`src/sv/csem_pkg.sv`:
```
`default_nettype none
package csem_pkg;

  localparam int CNT_W = 16;

  // request opcodes on the input word
  typedef logic [1:0] opcode_t;
  localparam opcode_t OP_ACQUIRE = 2'd0;
  localparam opcode_t OP_RELEASE = 2'd1;
  localparam opcode_t OP_TRY     = 2'd2;

  // request kind after decode; the unused opcode is carried as a no-op
  typedef enum logic [1:0] {
    KIND_ACQUIRE,
    KIND_RELEASE,
    KIND_TRY,
    KIND_NONE
  } kind_e;

  // result status codes
  typedef logic [2:0] status_t;
  localparam status_t ST_GRANTED    = 3'd0;
  localparam status_t ST_QUEUED     = 3'd1;
  localparam status_t ST_RELEASED   = 3'd2;
  localparam status_t ST_NOT_HOLDER = 3'd3;
  localparam status_t ST_TRY_FAILED = 3'd4;
  localparam status_t ST_FULL       = 3'd5;

  typedef struct packed {
    status_t          status;
    logic             woken_valid;
    logic [7:0]       woken_thread;
    logic [CNT_W-1:0] count_now;
    logic             thread_holds;
    logic             thread_waits;
    logic [4:0]       waiter_count;
  } result_t;

endpackage
`default_nettype wire

```
`src/sv/csem_front.sv`:
```
`default_nettype none
module csem_front import csem_pkg::*; #(
  parameter int ID_BITS = 8
) (
  input  wire logic               clk_i,
  input  wire logic               rst_ni,
  input  wire logic               s_valid_i,
  output logic                    s_ready_o,
  input  wire opcode_t            s_opcode_i,
  input  wire logic [7:0]         s_thread_i,
  output logic                    req_valid_o,
  output kind_e                   req_kind_o,
  output logic [ID_BITS-1:0]      req_id_o,
  input  wire logic               req_pop_i
);

  kind_e              kind_q [2];
  logic [ID_BITS-1:0] id_q   [2];
  logic               wr_ptr_q, wr_ptr_d;
  logic               rd_ptr_q, rd_ptr_d;
  logic [1:0]         cnt_q, cnt_d;
  logic               push;
  kind_e              kind_c;
  logic [ID_BITS+7:0] id_ext;

  always_comb begin
    unique case (s_opcode_i)
      OP_ACQUIRE: kind_c = KIND_ACQUIRE;
      OP_RELEASE: kind_c = KIND_RELEASE;
      OP_TRY:     kind_c = KIND_TRY;
      default:    kind_c = KIND_NONE;
    endcase
  end

  // thread id taken modulo 2^ID_BITS
  assign id_ext = {{ID_BITS{1'b0}}, s_thread_i};

  assign s_ready_o   = (cnt_q != 2'd2);
  assign push        = s_valid_i && s_ready_o;
  assign req_valid_o = (cnt_q != 2'd0);
  assign req_kind_o  = kind_q[rd_ptr_q];
  assign req_id_o    = id_q[rd_ptr_q];

  always_comb begin
    wr_ptr_d = push ? ~wr_ptr_q : wr_ptr_q;
    rd_ptr_d = req_pop_i ? ~rd_ptr_q : rd_ptr_q;
    cnt_d    = cnt_q + {1'b0, push} - {1'b0, req_pop_i};
  end

  always_ff @(posedge clk_i or negedge rst_ni) begin
    if (!rst_ni) begin
      wr_ptr_q <= 1'b0;
      rd_ptr_q <= 1'b0;
      cnt_q    <= 2'd0;
    end else begin
      wr_ptr_q <= wr_ptr_d;
      rd_ptr_q <= rd_ptr_d;
      cnt_q    <= cnt_d;
    end
  end

  always_ff @(posedge clk_i) begin
    if (push) begin
      kind_q[wr_ptr_q] <= kind_c;
      id_q[wr_ptr_q]   <= id_ext[ID_BITS-1:0];
    end
  end

endmodule
`default_nettype wire

```
`src/sv/csem_back.sv`:
```
`default_nettype none
module csem_back import csem_pkg::*; #(
  parameter int ID_BITS     = 8,
  parameter int MAX_HOLDERS = 16,
  parameter int WAIT_DEPTH  = 16
) (
  input  wire logic               clk_i,
  input  wire logic               rst_ni,
  input  wire logic               cfg_we_i,
  input  wire logic [CNT_W-1:0]   cfg_wdata_i,
  input  wire logic               req_valid_i,
  input  wire kind_e              req_kind_i,
  input  wire logic [ID_BITS-1:0] req_id_i,
  output logic                    req_pop_o,
  output logic                    m_valid_o,
  input  wire logic               m_ready_i,
  output result_t                 m_result_o
);

  localparam int HIDX_W = (MAX_HOLDERS > 1) ? $clog2(MAX_HOLDERS) : 1;
  localparam int WIDX_W = (WAIT_DEPTH > 1) ? $clog2(WAIT_DEPTH) : 1;
  localparam int FILL_W = $clog2(WAIT_DEPTH + 1);
  localparam int OFF_W  = FILL_W + 1;

  localparam logic ST_LOOK = 1'b0;
  localparam logic ST_EXEC = 1'b1;

  logic                   state_q, state_d;
  kind_e                  kind_q;
  logic [ID_BITS-1:0]     id_q;
  logic [MAX_HOLDERS-1:0] hmatch_q, free_q, hmatch_c;
  logic [WAIT_DEPTH-1:0]  wmatch_q, wmatch_c;

  logic [CNT_W-1:0]       sem_q, sem_d;
  logic [MAX_HOLDERS-1:0] hvalid_q, hvalid_d;
  logic [ID_BITS-1:0]     holder_ids_q [MAX_HOLDERS];
  logic [ID_BITS-1:0]     wait_ids_q   [WAIT_DEPTH];
  logic [WIDX_W-1:0]      head_q, head_d, tail_q, tail_d;
  logic [FILL_W-1:0]      fill_q, fill_d;

  logic                   out_valid_q, out_valid_d;
  result_t                res_q, res_d;

  logic                   pop, exec_go;
  logic                   do_grant, do_queue, do_wake, do_free;
  logic [HIDX_W-1:0]      first_h, first_free;
  logic                   hany, hmulti, free_any, wany, count_nz;
  logic [ID_BITS-1:0]     wid;
  logic [ID_BITS+7:0]     wid_ext;
  logic [FILL_W+4:0]      fill_ext;
  logic [OFF_W-1:0]       off;

  assign pop       = (state_q == ST_LOOK) && req_valid_i;
  assign req_pop_o = pop;
  assign exec_go   = (state_q == ST_EXEC) && (!out_valid_q || m_ready_i);

  // per-lane compare against the holder table and the live part of the queue
  always_comb begin
    for (int i = 0; i < MAX_HOLDERS; i++) begin
      hmatch_c[i] = hvalid_q[i] && (holder_ids_q[i] == req_id_i);
    end
    for (int p = 0; p < WAIT_DEPTH; p++) begin
      if (WIDX_W'(p) >= head_q) begin
        off = OFF_W'(p) - OFF_W'(head_q);
      end else begin
        off = OFF_W'(p) + OFF_W'(WAIT_DEPTH) - OFF_W'(head_q);
      end
      wmatch_c[p] = (off < OFF_W'(fill_q)) && (wait_ids_q[p] == req_id_i);
    end
  end

  always_comb begin
    first_h    = '0;
    first_free = '0;
    for (int i = MAX_HOLDERS - 1; i >= 0; i--) begin
      if (hmatch_q[i]) begin
        first_h = HIDX_W'(i);
      end
      if (free_q[i]) begin
        first_free = HIDX_W'(i);
      end
    end
  end

  assign hany      = |hmatch_q;
  assign hmulti    = |(hmatch_q & (hmatch_q - 1'b1));
  assign free_any  = |free_q;
  assign wany      = |wmatch_q;
  assign count_nz  = (sem_q != '0);
  assign wid       = wait_ids_q[head_q];
  assign wid_ext   = {8'd0, wid};

  always_comb begin
    do_grant = 1'b0;
    do_queue = 1'b0;
    do_wake  = 1'b0;
    do_free  = 1'b0;
    res_d    = '0;
    res_d.status = ST_NOT_HOLDER;
    unique case (kind_q)
      KIND_ACQUIRE: begin
        if (count_nz) begin
          do_grant     = free_any;
          res_d.status = free_any ? ST_GRANTED : ST_FULL;
        end else if (fill_q == FILL_W'(WAIT_DEPTH)) begin
          res_d.status = ST_FULL;
        end else begin
          do_queue     = 1'b1;
          res_d.status = ST_QUEUED;
        end
      end
      KIND_TRY: begin
        if (count_nz) begin
          do_grant     = free_any;
          res_d.status = free_any ? ST_GRANTED : ST_FULL;
        end else begin
          res_d.status = ST_TRY_FAILED;
        end
      end
      KIND_RELEASE: begin
        if (hany) begin
          res_d.status = ST_RELEASED;
          do_wake      = (fill_q != '0);
          do_free      = (fill_q == '0);
        end
      end
      default: res_d.status = ST_NOT_HOLDER;
    endcase

    sem_d    = sem_q;
    hvalid_d = hvalid_q;
    head_d   = head_q;
    tail_d   = tail_q;
    fill_d   = fill_q;
    if (do_grant) begin
      sem_d = sem_q - 1'b1;
      hvalid_d[first_free] = 1'b1;
    end
    if (do_free) begin
      hvalid_d[first_h] = 1'b0;
      if (sem_q != '1) begin
        sem_d = sem_q + 1'b1;
      end
    end
    if (do_queue) begin
      tail_d = (tail_q == WIDX_W'(WAIT_DEPTH - 1)) ? '0 : tail_q + 1'b1;
      fill_d = fill_q + 1'b1;
    end
    if (do_wake) begin
      head_d = (head_q == WIDX_W'(WAIT_DEPTH - 1)) ? '0 : head_q + 1'b1;
      fill_d = fill_q - 1'b1;
    end

    fill_ext           = {5'd0, fill_d};
    res_d.count_now    = sem_d;
    res_d.waiter_count = fill_ext[4:0];
    res_d.woken_valid  = do_wake;
    res_d.woken_thread = do_wake ? wid_ext[7:0] : 8'd0;
    res_d.thread_holds = hany;
    res_d.thread_waits = wany;
    if (do_grant) begin
      res_d.thread_holds = 1'b1;
    end
    if (do_queue) begin
      res_d.thread_waits = 1'b1;
    end
    if (do_free) begin
      res_d.thread_holds = hmulti;
    end
    if (do_wake) begin
      res_d.thread_holds = hmulti || (wid == id_q);
      res_d.thread_waits = |(wmatch_q & ~(WAIT_DEPTH'(1) << head_q));
    end
  end

  always_comb begin
    state_d = state_q;
    unique case (state_q)
      ST_LOOK: if (pop) state_d = ST_EXEC;
      ST_EXEC: if (exec_go) state_d = ST_LOOK;
      default: state_d = ST_LOOK;
    endcase
    out_valid_d = exec_go ? 1'b1 : (m_ready_i ? 1'b0 : out_valid_q);
  end

  always_ff @(posedge clk_i or negedge rst_ni) begin
    if (!rst_ni) begin
      state_q     <= ST_LOOK;
      sem_q       <= CNT_W'(1);
      hvalid_q    <= '0;
      head_q      <= '0;
      tail_q      <= '0;
      fill_q      <= '0;
      out_valid_q <= 1'b0;
    end else begin
      state_q     <= state_d;
      out_valid_q <= out_valid_d;
      // config must arrive only while idle so it never collides with a request; the block does not enforce it
      if (cfg_we_i) begin
        sem_q <= cfg_wdata_i;
      end else if (exec_go) begin
        sem_q <= sem_d;
      end
      if (exec_go) begin
        hvalid_q <= hvalid_d;
        head_q   <= head_d;
        tail_q   <= tail_d;
        fill_q   <= fill_d;
      end
    end
  end

  always_ff @(posedge clk_i) begin
    if (pop) begin
      kind_q   <= req_kind_i;
      id_q     <= req_id_i;
      hmatch_q <= hmatch_c;
      free_q   <= ~hvalid_q;
      wmatch_q <= wmatch_c;
    end
    if (exec_go) begin
      res_q <= res_d;
      if (do_grant) begin
        holder_ids_q[first_free] <= id_q;
      end
      if (do_wake) begin
        holder_ids_q[first_h] <= wid;
      end
      if (do_queue) begin
        wait_ids_q[tail_q] <= id_q;
      end
    end
  end

  assign m_valid_o  = out_valid_q;
  assign m_result_o = res_q;

  a_fill_bound: assert property (@(posedge clk_i) disable iff (!rst_ni)
    fill_q <= FILL_W'(WAIT_DEPTH))
    else $error("wait queue fill past depth");

  a_out_from_exec: assert property (@(posedge clk_i) disable iff (!rst_ni)
    $rose(out_valid_q) |-> $past(state_q == ST_EXEC))
    else $error("result appeared without an executed request");

  a_woken_release: assert property (@(posedge clk_i) disable iff (!rst_ni)
    (out_valid_q && res_q.woken_valid) |-> (res_q.status == ST_RELEASED))
    else $error("wake reported on a non-release");

  a_pop_look: assert property (@(posedge clk_i) disable iff (!rst_ni)
    pop |=> (state_q == ST_EXEC))
    else $error("popped request not executed next");

endmodule
`default_nettype wire

```
`src/sv/counting_semaphore_with_wait_queue.sv`:
```
// Counting semaphore with a holder table and a FIFO wait queue. Each request word names a
// thread and an operation (acquire, release, try-acquire) and produces exactly one result
// word with the status, the woken waiter on a release, the count and the waiter count
// afterwards, and whether the requester now holds or waits. A two-word input queue decodes
// requests ahead of the executing part, which handles each request in a look step that
// compares the id against every holder and live queue entry, then an execute step that
// updates the tables and registers the result. No request is taken before the last one
// has executed, and execution waits for the result register to drain. Writing cfg_wdata_i
// reloads the count but not the tables; after reset the count is 1, with no clearing pass.
`default_nettype none
module counting_semaphore_with_wait_queue import csem_pkg::*; #(
  parameter int ID_BITS     = 8,
  parameter int MAX_HOLDERS = 16,
  parameter int WAIT_DEPTH  = 16
) (
  input  wire logic              clk_i,
  input  wire logic              rst_ni,
  input  wire logic              cfg_we_i,
  input  wire logic [CNT_W-1:0]  cfg_wdata_i,
  input  wire logic              s_axis_tvalid,
  output logic                   s_axis_tready,
  // opcode[1:0], thread_id[9:2], zero pad[15:10]
  input  wire logic [15:0]       s_axis_tdata,
  output logic                   m_axis_tvalid,
  input  wire logic              m_axis_tready,
  // status[2:0], woken_valid[3], woken_thread[11:4], count_now[27:12],
  // thread_holds[28], thread_waits[29], waiter_count[34:30], zero pad[39:35]
  output logic [39:0]            m_axis_tdata
);

  logic               req_valid, req_pop;
  kind_e              req_kind;
  logic [ID_BITS-1:0] req_id;
  result_t            res;

  csem_front #(
    .ID_BITS (ID_BITS)
  ) u_front (
    .clk_i       (clk_i),
    .rst_ni      (rst_ni),
    .s_valid_i   (s_axis_tvalid),
    .s_ready_o   (s_axis_tready),
    .s_opcode_i  (s_axis_tdata[1:0]),
    .s_thread_i  (s_axis_tdata[9:2]),
    .req_valid_o (req_valid),
    .req_kind_o  (req_kind),
    .req_id_o    (req_id),
    .req_pop_i   (req_pop)
  );

  csem_back #(
    .ID_BITS     (ID_BITS),
    .MAX_HOLDERS (MAX_HOLDERS),
    .WAIT_DEPTH  (WAIT_DEPTH)
  ) u_back (
    .clk_i       (clk_i),
    .rst_ni      (rst_ni),
    .cfg_we_i    (cfg_we_i),
    .cfg_wdata_i (cfg_wdata_i),
    .req_valid_i (req_valid),
    .req_kind_i  (req_kind),
    .req_id_i    (req_id),
    .req_pop_o   (req_pop),
    .m_valid_o   (m_axis_tvalid),
    .m_ready_i   (m_axis_tready),
    .m_result_o  (res)
  );

  assign m_axis_tdata = {5'd0, res.waiter_count, res.thread_waits, res.thread_holds,
                         res.count_now, res.woken_thread, res.woken_valid, res.status};

endmodule
`default_nettype wire

```
`config.mk`:
```
export PLATFORM = sky130hd
export DESIGN_NAME = counting_semaphore_with_wait_queue
export DESIGN_NICKNAME = d
export VERILOG_FILES = /design/src/sv/csem_pkg.sv /design/src/sv/csem_front.sv /design/src/sv/csem_back.sv /design/src/sv/counting_semaphore_with_wait_queue.sv
export SDC_FILE = /design/constraint.sdc
export NUM_CORES = 1
export LEC_CHECK = 0
export BUFFER_PORTS_ARGS = -buffer_cell sky130_fd_sc_hd__buf_2
export CORE_MARGIN = 4
export CORE_UTILIZATION = 35
export DETAILED_ROUTE_END_ITERATION = 10
export SKIP_LAST_GASP = 1
export SYNTH_ARGS = -nofsm -noshare
export SYNTH_HDL_FRONTEND = slang
export SYNTH_SLANG_ARGS = --single-unit
```
`constraint.sdc`:
```
create_clock -name clk_i -period 4.67 [get_ports clk_i]
set_input_delay 0.7005 -clock clk_i [delete_from_list [all_inputs] [get_ports clk_i]]
set_output_delay 0.7005 -clock clk_i [all_outputs]
set_load 0.02 [all_outputs]
```
==> impl_metrics.toml, run 1 <==
[critical_path]
crit_required_ns = 4.86
setup.worst_path.end_class = "flip-flop"
timing.critical_path.cells = "or4_1 > o41a_1 > nand2_2 > inv_1 > nand2_1 > mux2_2 > nand3_1 > a21oi_1"
cpPeakStageDelay_ns = 0.68
crit_type = "flip-flop to flip-flop"
critPathLaunchType = "flip-flop"
path_max_fanout = 11
critPathSlowestCell = "a21oi_1"
cp_num_buf_inv = 1
cp.arrival_ns = 4.24
cp_top_family = "simple AND/OR/NAND/NOR gates"

[final_layout]
syn2layout_area_growth_pct = 14.36
layout-drive-gt1-share_pct = 14.63
diodes = 0
design_area_um2 = 25000
nets = 1994

[yosys]
avgSynthCellArea_um2 = 12.57
syn-cell-area_um2 = 21860
ys_ff_latch = 420
ys_warn_count = 0
synth_edf_count = 369
ys_seq_area_share_pct = 56.52
synth_fa_ha_area_share_pct = 5.643
synth-compound-area-share_pct = 7.943
synth_cell_types = 79
synth_top_family_by_area = "XOR/XNOR gates"
synth_ff_type = "edfxtp_1"
synth-xor-area-share_pct = 12.18
muxShareOfSynthArea_pct = 4.527
syn_inst = 1740
ys_async_sr_fraction_pct = 12.14
yosys.area_share.simple_pct = 9.826

[routing]
wl_met3_um = 4660
met2_length_um = 27640
avgRoutedWirePerCell_um = 21.90
routed_wl_um = 59770
drtAntennaViolNets = 0
drtPass1Iterations = 7
drtIter0Drc = 1474
drc_errors = 0
dr_total_vias = 14620
routed.top_layer = "met4"
wl_met1_um = 25880
routed_via_density = 5.355

[power_and_ir_drop]
p_leak_nw = 9.314
vdd_drop_max_uv = 252.7
power-per-cell-area_nw_per_um2 = 615.9

[floorplan]
chipWidth_um = 257.9
core_area_um2 = 61830
die_area_um2 = 66530
start_util_pct = 35.36
num_rows = 91
ios = 79
fp.dieH_um = 257.9

[global_route]
grt_pass1_vias = 14380
globalRouteOverflowTotal = 0
antenna_found_initial = 0
grt_max_degree = 52
grt_usage_pct = 17.49
grt_pass1_wl_um = 89640

[sta]
fin_tns_setup_ns = 0
fin_crit_sh_pct = 86.56
finalMaxSlewViolations = 0
period_needed_ns = 4.042
worst_slew_margin_rel_pct = 24.89
worst_slew_pin_slew_ns = 1.103
setup_viol = 0
fin_skew_ns = 0.01998
max_freq_mhz = 247.4
setup_slack_ns = 0.6276
rsz0062_at_grt = "false"
hold_viol_final = 0

[clock_network]
worstSkewPairLatency_ns = 0.57
cts.repair.resized = 0
clock_path_buffers = 3
clock_sinks = 420
cts_tree = "done"
htreeDepth = 2
cts.clk_slew.worst_paths_ns = 0.07
cts-root-buf = "clkbuf_16"
cts_hold_buffers = 0
cts_made_buffers = 43
post_cts_buffers = 0

[placement]
place_hpwl_um = 42730
gp_congestion = 0.8914
place_area_um2 = 23680
io_buffers = 67
dp_slack_ns = 0.6500

[flow_run]
max_cap_viol_count = 0

[min_path]
hp-class = "primary input to asynchronous set/reset pin"

[status]
status = "complete, no violations"
==> final timing paths <==
path,startpoint,to,slack [ns],cells after the start
worst max-delay path,u_back.hmatch_q[8]$_DFFE_PP_,u_back.holder_ids_q[4][0]$_DFFE_PP_,0.63,8
worst min-delay path,rst_ni,u_back.fill_q[1]$_DFFE_PN0P_,0.14,1
min in group clk_i,s_axis_tdata[6],u_front.id_q[1][4]$_DFFE_PP_,0.32,1
worst max register to register,u_back.hmatch_q[8]$_DFFE_PP_,u_back.holder_ids_q[4][0]$_DFFE_PP_,0.63,8
max in group asynchronous,rst_ni,u_back.sem_q[0]$_DFFE_PN1P_,3.56,2
worst min register to register,u_front.wr_ptr_q$_DFFE_PN0P_,u_front.wr_ptr_q$_DFFE_PN0P_,0.50,1
==> layer usage <==
metal | vias up | GRT usage, %
met3 | 86 | 2.452
met2 | 587 | 28.19
met4 | 0 | 4.959
met1 | 7289 | 24.82
li1 | 6656 | -
met5 | - | 0
==> sequential cells by signal (all words and copies together), names as in the netlist <==
signal	flops
u_back.m_valid_o	1
u_back.free_q	16
u_front.cnt_q	2
u_back.fill_q	5
u_back.m_result_o	35
u_front.wr_ptr_q	1
u_front.rd_ptr_q	1
u_back.wait_ids_q	128
u_front.id_q	16
u_back.id_q	8
u_front.kind_q	4
u_back.hmatch_q	16
u_back.sem_q	16
u_back.wmatch_q	16
u_back.head_q	4
u_back.kind_q	2
u_back.tail_q	4
u_back.holder_ids_q	128
u_back.hvalid_q	16
u_back.state_q	1
==> final cells by class <==
class / instances / area, um^2
Clock inverter: 26 / 193.9
Timing Repair Buffer: 147 / 960.9
Fill cell: 5740 / 36820
Multi-Input combinational cell: 1146 / 8929
Inverter: 102 / 382.9
Clock buffer: 52 / 1130
Sequential cell: 420 / 12360
Tap cell: 837 / 1047
==> worst reg2reg max path, delay by kind of cell, from the launching register on <==
family	cells	cell delay, ns
and+or+nand+nor	4	1.42
AOI/OAI and AO/OA	2	1.34
DFF	1	0.49
muxes	1	0.23
buffers and inverters	1	0.20
==> logic make-up after synthesis <==
logic type      Yosys count
compound gates          260
xor+xnor                304
fa+ha+maj                99
buf+inv                 179
flops                   420
mux                      69
other cells               2
simple gates            407
==> power breakdown <==
part / internal (mW) / leakage, nW / switching (mW)
Clock: 1.79 / 0.638 / 1.47
Sequential: 5.16 / 3.97 / 0.558
Combinational: 2.29 / 4.70 / 4.13
==> cell usage in the layout, fill, tap and decap left out, drive strengths merged, types with 6 or more instances in the layout <==
cell	instances
dfrtp	50
nand2b	9
nor4	57
or4	11
ha	97
clkbuf	52
a211oi	7
nor2	72
nand2	90
a31oi	11
conb	7
o31ai	9
nor3	26
xnor2	69
nand4	60
xor2	235
a21o	28
a22oi	10
mux4	23
o211ai	10
edfxtp	369
clkinv	19
a21oi	80
buf	147
inv	104
mux2	9
o21ai	42
mux2i	37
and2	12
a32oi	6
o22ai	8
nand3	37
o211a	6
or3	7
==> synthesized netlist by cell type (all sizes together), types with 8 or more instances <==
library cell / instances / area share (%)
a22oi: 10 / 0.34
inv: 101 / 1.7
nand2b: 9 / 0.26
o211ai: 10 / 0.34
edfxtp: 369 / 51
nor3: 26 / 0.65
and2: 12 / 0.34
a31oi: 11 / 0.31
o31ai: 9 / 0.31
mux4: 23 / 2.4
xnor2: 69 / 2.8
nor4: 57 / 1.7
nand3: 37 / 0.85
mux2: 9 / 0.46
nand2: 90 / 1.6
o22ai: 8 / 0.23
o21ai: 42 / 0.96
buf: 30 / 0.76
a21oi: 80 / 1.8
a21o: 28 / 0.96
xor2: 235 / 9.4
nand4: 60 / 1.7
mux2i: 37 / 1.7
or4: 11 / 0.41
nor2: 72 / 1.3
dfrtp: 50 / 5.7
ha: 97 / 5.6
clkbuf: 47 / 0.81
==> stage by stage <==
step           power [mW]  hold slack [ns]  utilization (%)  cells
2_1_floorplan       9.694           0.4049                -   1745
3_3_place_gp        12.08           0.4906            38.30   2652
4_1_cts             15.50           0.1370            40.44   2730
3_5_place_dp        12.22           0.4963            38.30   2652
6_report            15.40           0.1388            40.44   2730
5_1_grt             16.28           0.1620            40.44   2730
No activity file was read; power rests on OpenSTA's default activity.
==> run 2: changes to the inputs <==
--- a/config.mk
+++ b/config.mk
@@ -7,8 +7,9 @@
 export LEC_CHECK = 0
 export BUFFER_PORTS_ARGS = -buffer_cell sky130_fd_sc_hd__buf_2
 export CORE_MARGIN = 4
-export CORE_UTILIZATION = 35
+export CORE_UTILIZATION = 58
 export DETAILED_ROUTE_END_ITERATION = 10
+export PLACE_DENSITY = 0.75
 export SKIP_LAST_GASP = 1
 export SYNTH_ARGS = -nofsm -noshare
 export SYNTH_HDL_FRONTEND = slang
==> run 2 against run 1 <==
- sequential cell count did not move
- sequential share of layout area up 0.98 points
- non-clock buffer count shrank 22
- final cell count decreased by 13%
- critical path type unchanged
==> impl_metrics.toml, run 2 (synthesis results as in run 1) <==
[routing]
dr_total_vias = 14680
drtIter0Drc = 1739
routed_via_density = 6.176
avgRoutedWirePerCell_um = 23.72
routed_wl_um = 56350
drtPass1Iterations = 8
drc_errors = 0
drtAntennaViolNets = 0

[flow_run]
max_cap_viol_count = 0

[floorplan]
ios = 79
die_area_um2 = 40870
core_area_um2 = 36870
chipWidth_um = 202.2
fp.dieH_um = 202.2
start_util_pct = 59.29
num_rows = 70

[critical_path]
critPathSlowestCell = "or4_1"
critPathLaunchType = "flip-flop"
cp.arrival_ns = 4.08
cp_top_family = "simple AND/OR/NAND/NOR gates"
crit_type = "flip-flop to flip-flop"
path_max_fanout = 11
cp_num_buf_inv = 1
cpPeakStageDelay_ns = 0.71
setup.worst_path.end_class = "flip-flop"
r2r-start = "u_back.hmatch_q[1]$_DFFE_PP_"
crit_start = "u_back.hmatch_q[1]$_DFFE_PP_"
crit_required_ns = 4.86
timing.critical_path.cells = "or4_1 > o41a_1 > nand2_2 > inv_1 > nand2_1 > mux2i_1 > nand3_1 > nor2_1"

[final_layout]
diodes = 0
design_area_um2 = 24520
nets = 1972
syn2layout_area_growth_pct = 12.15
final_cell_mix = "edfxtp_1 (369), xor2_1 (235), inv_1 (100)"
layout_commonest_cell = "edfxtp_1"
stdcell_count = 2376
layout-drive-gt1-share_pct = 13.89
fillers = 2565

[global_route]
grt_pass1_vias = 14350
antenna_found_initial = 0
globalRouteOverflowTotal = 0
grt_pass1_wl_um = 85940
grt_usage_pct = 27.27
grt_max_degree = 52

[sta]
hold_viol_final = 0
finalMaxSlewViolations = 0
fin_skew_ns = 0.02170
worst_slew_pin_slew_ns = 1.067
setup_viol = 0
rsz0062_at_grt = "false"
fin_crit_sh_pct = 83.32
max_freq_mhz = 257.0
period_needed_ns = 3.891
fin_tns_setup_ns = 0
worst_slew_margin_rel_pct = 27.34

[power_and_ir_drop]
power-per-cell-area_nw_per_um2 = 630.9
finalPower_mw = 15.47
p_leak_nw = 9.268
vdd_drop_max_uv = 344.5

[clock_network]
cts.clk_slew.worst_paths_ns = 0.07
cts_hold_buffers = 0
cts_made_buffers = 43
clock_sinks = 420
post_cts_buffers = 0
worstSkewPairLatency_ns = 0.56
htreeDepth = 2
clock_path_buffers = 3
cts_tree = "done"
cts-root-buf = "clkbuf_16"
cts.repair.resized = 0

[min_path]
hp-class = "primary input to asynchronous set/reset pin"

[placement]
place_area_um2 = 23090
io_buffers = 67
gp_congestion = 0.9465
place_hpwl_um = 39320
dp.cells = 2297

[status]
status = "complete, no violations"
[run 2: changes by cell type in the layout (fill, tap and decap cells not counted), moves of 2 or more]
cell,previous run,this run
buf_4,78,57
clkbuf_16,43,46
clkbuf_8,2,7
clkinvlp_4,4,2
clkinv_1,10,6
clkinv_8,2,0
[run 2: worst paths after layout]
path	to	slack [ns]	cells after the start
min in group clk_i	u_front.id_q[0][4]$_DFFE_PP_	0.34	1
max reg2reg	u_back.holder_ids_q[9][1]$_DFFE_PP_	0.78	8
min	u_back.head_q[3]$_DFFE_PN0P_	0.07	1
min reg2reg	u_front.wr_ptr_q$_DFFE_PN0P_	0.50	1
max	u_back.holder_ids_q[9][1]$_DFFE_PP_	0.78	8
max in group asynchronous	u_back.head_q[0]$_DFFE_PN0P_	3.66	2
[run 2: area by class of cell]
cell class / count / area, um^2 / share of cell area, %
sequential: 420 / 12360 / 50.41
multi-input combinational: 1146 / 8932 / 36.43
clock buffer: 61 / 1277 / 5.210
timing repair buffer: 125 / 783.3 / 3.194
tap: 504 / 630.6 / 2.572
inverter: 102 / 382.9 / 1.561
clock inverter: 18 / 152.6 / 0.6225
[run 2: per-stage QoR]
stage               hold WS [ns]  setup WS (ns)  utilization (%)
CTS                      0.05173         0.8485            66.50
global route             0.07115         0.5844            66.50
global placement          0.4790         0.9342            62.62
floorplan                 0.4049         0.6189                -
detailed placement        0.4839         0.8586            62.62
finish                   0.07168         0.7790            66.50
[run 2: report_power, final]
part	internal, mW	switching, mW
clock network	2.02	1.41
registers	5.16	0.605
logic	2.21	4.07
[run 2: layer usage]
layer  wire length [um]  vias to the layer above  track usage [%]  share of wire (%)
met4               1961                        0            8.802                3.5
met1              23310                     7145            39.08                 41
li1                   -                     6610                -                  -
met2              25530                      782            42.54                 45
met3               5553                      138            5.326                9.9
met5                  0                        -                0                  0
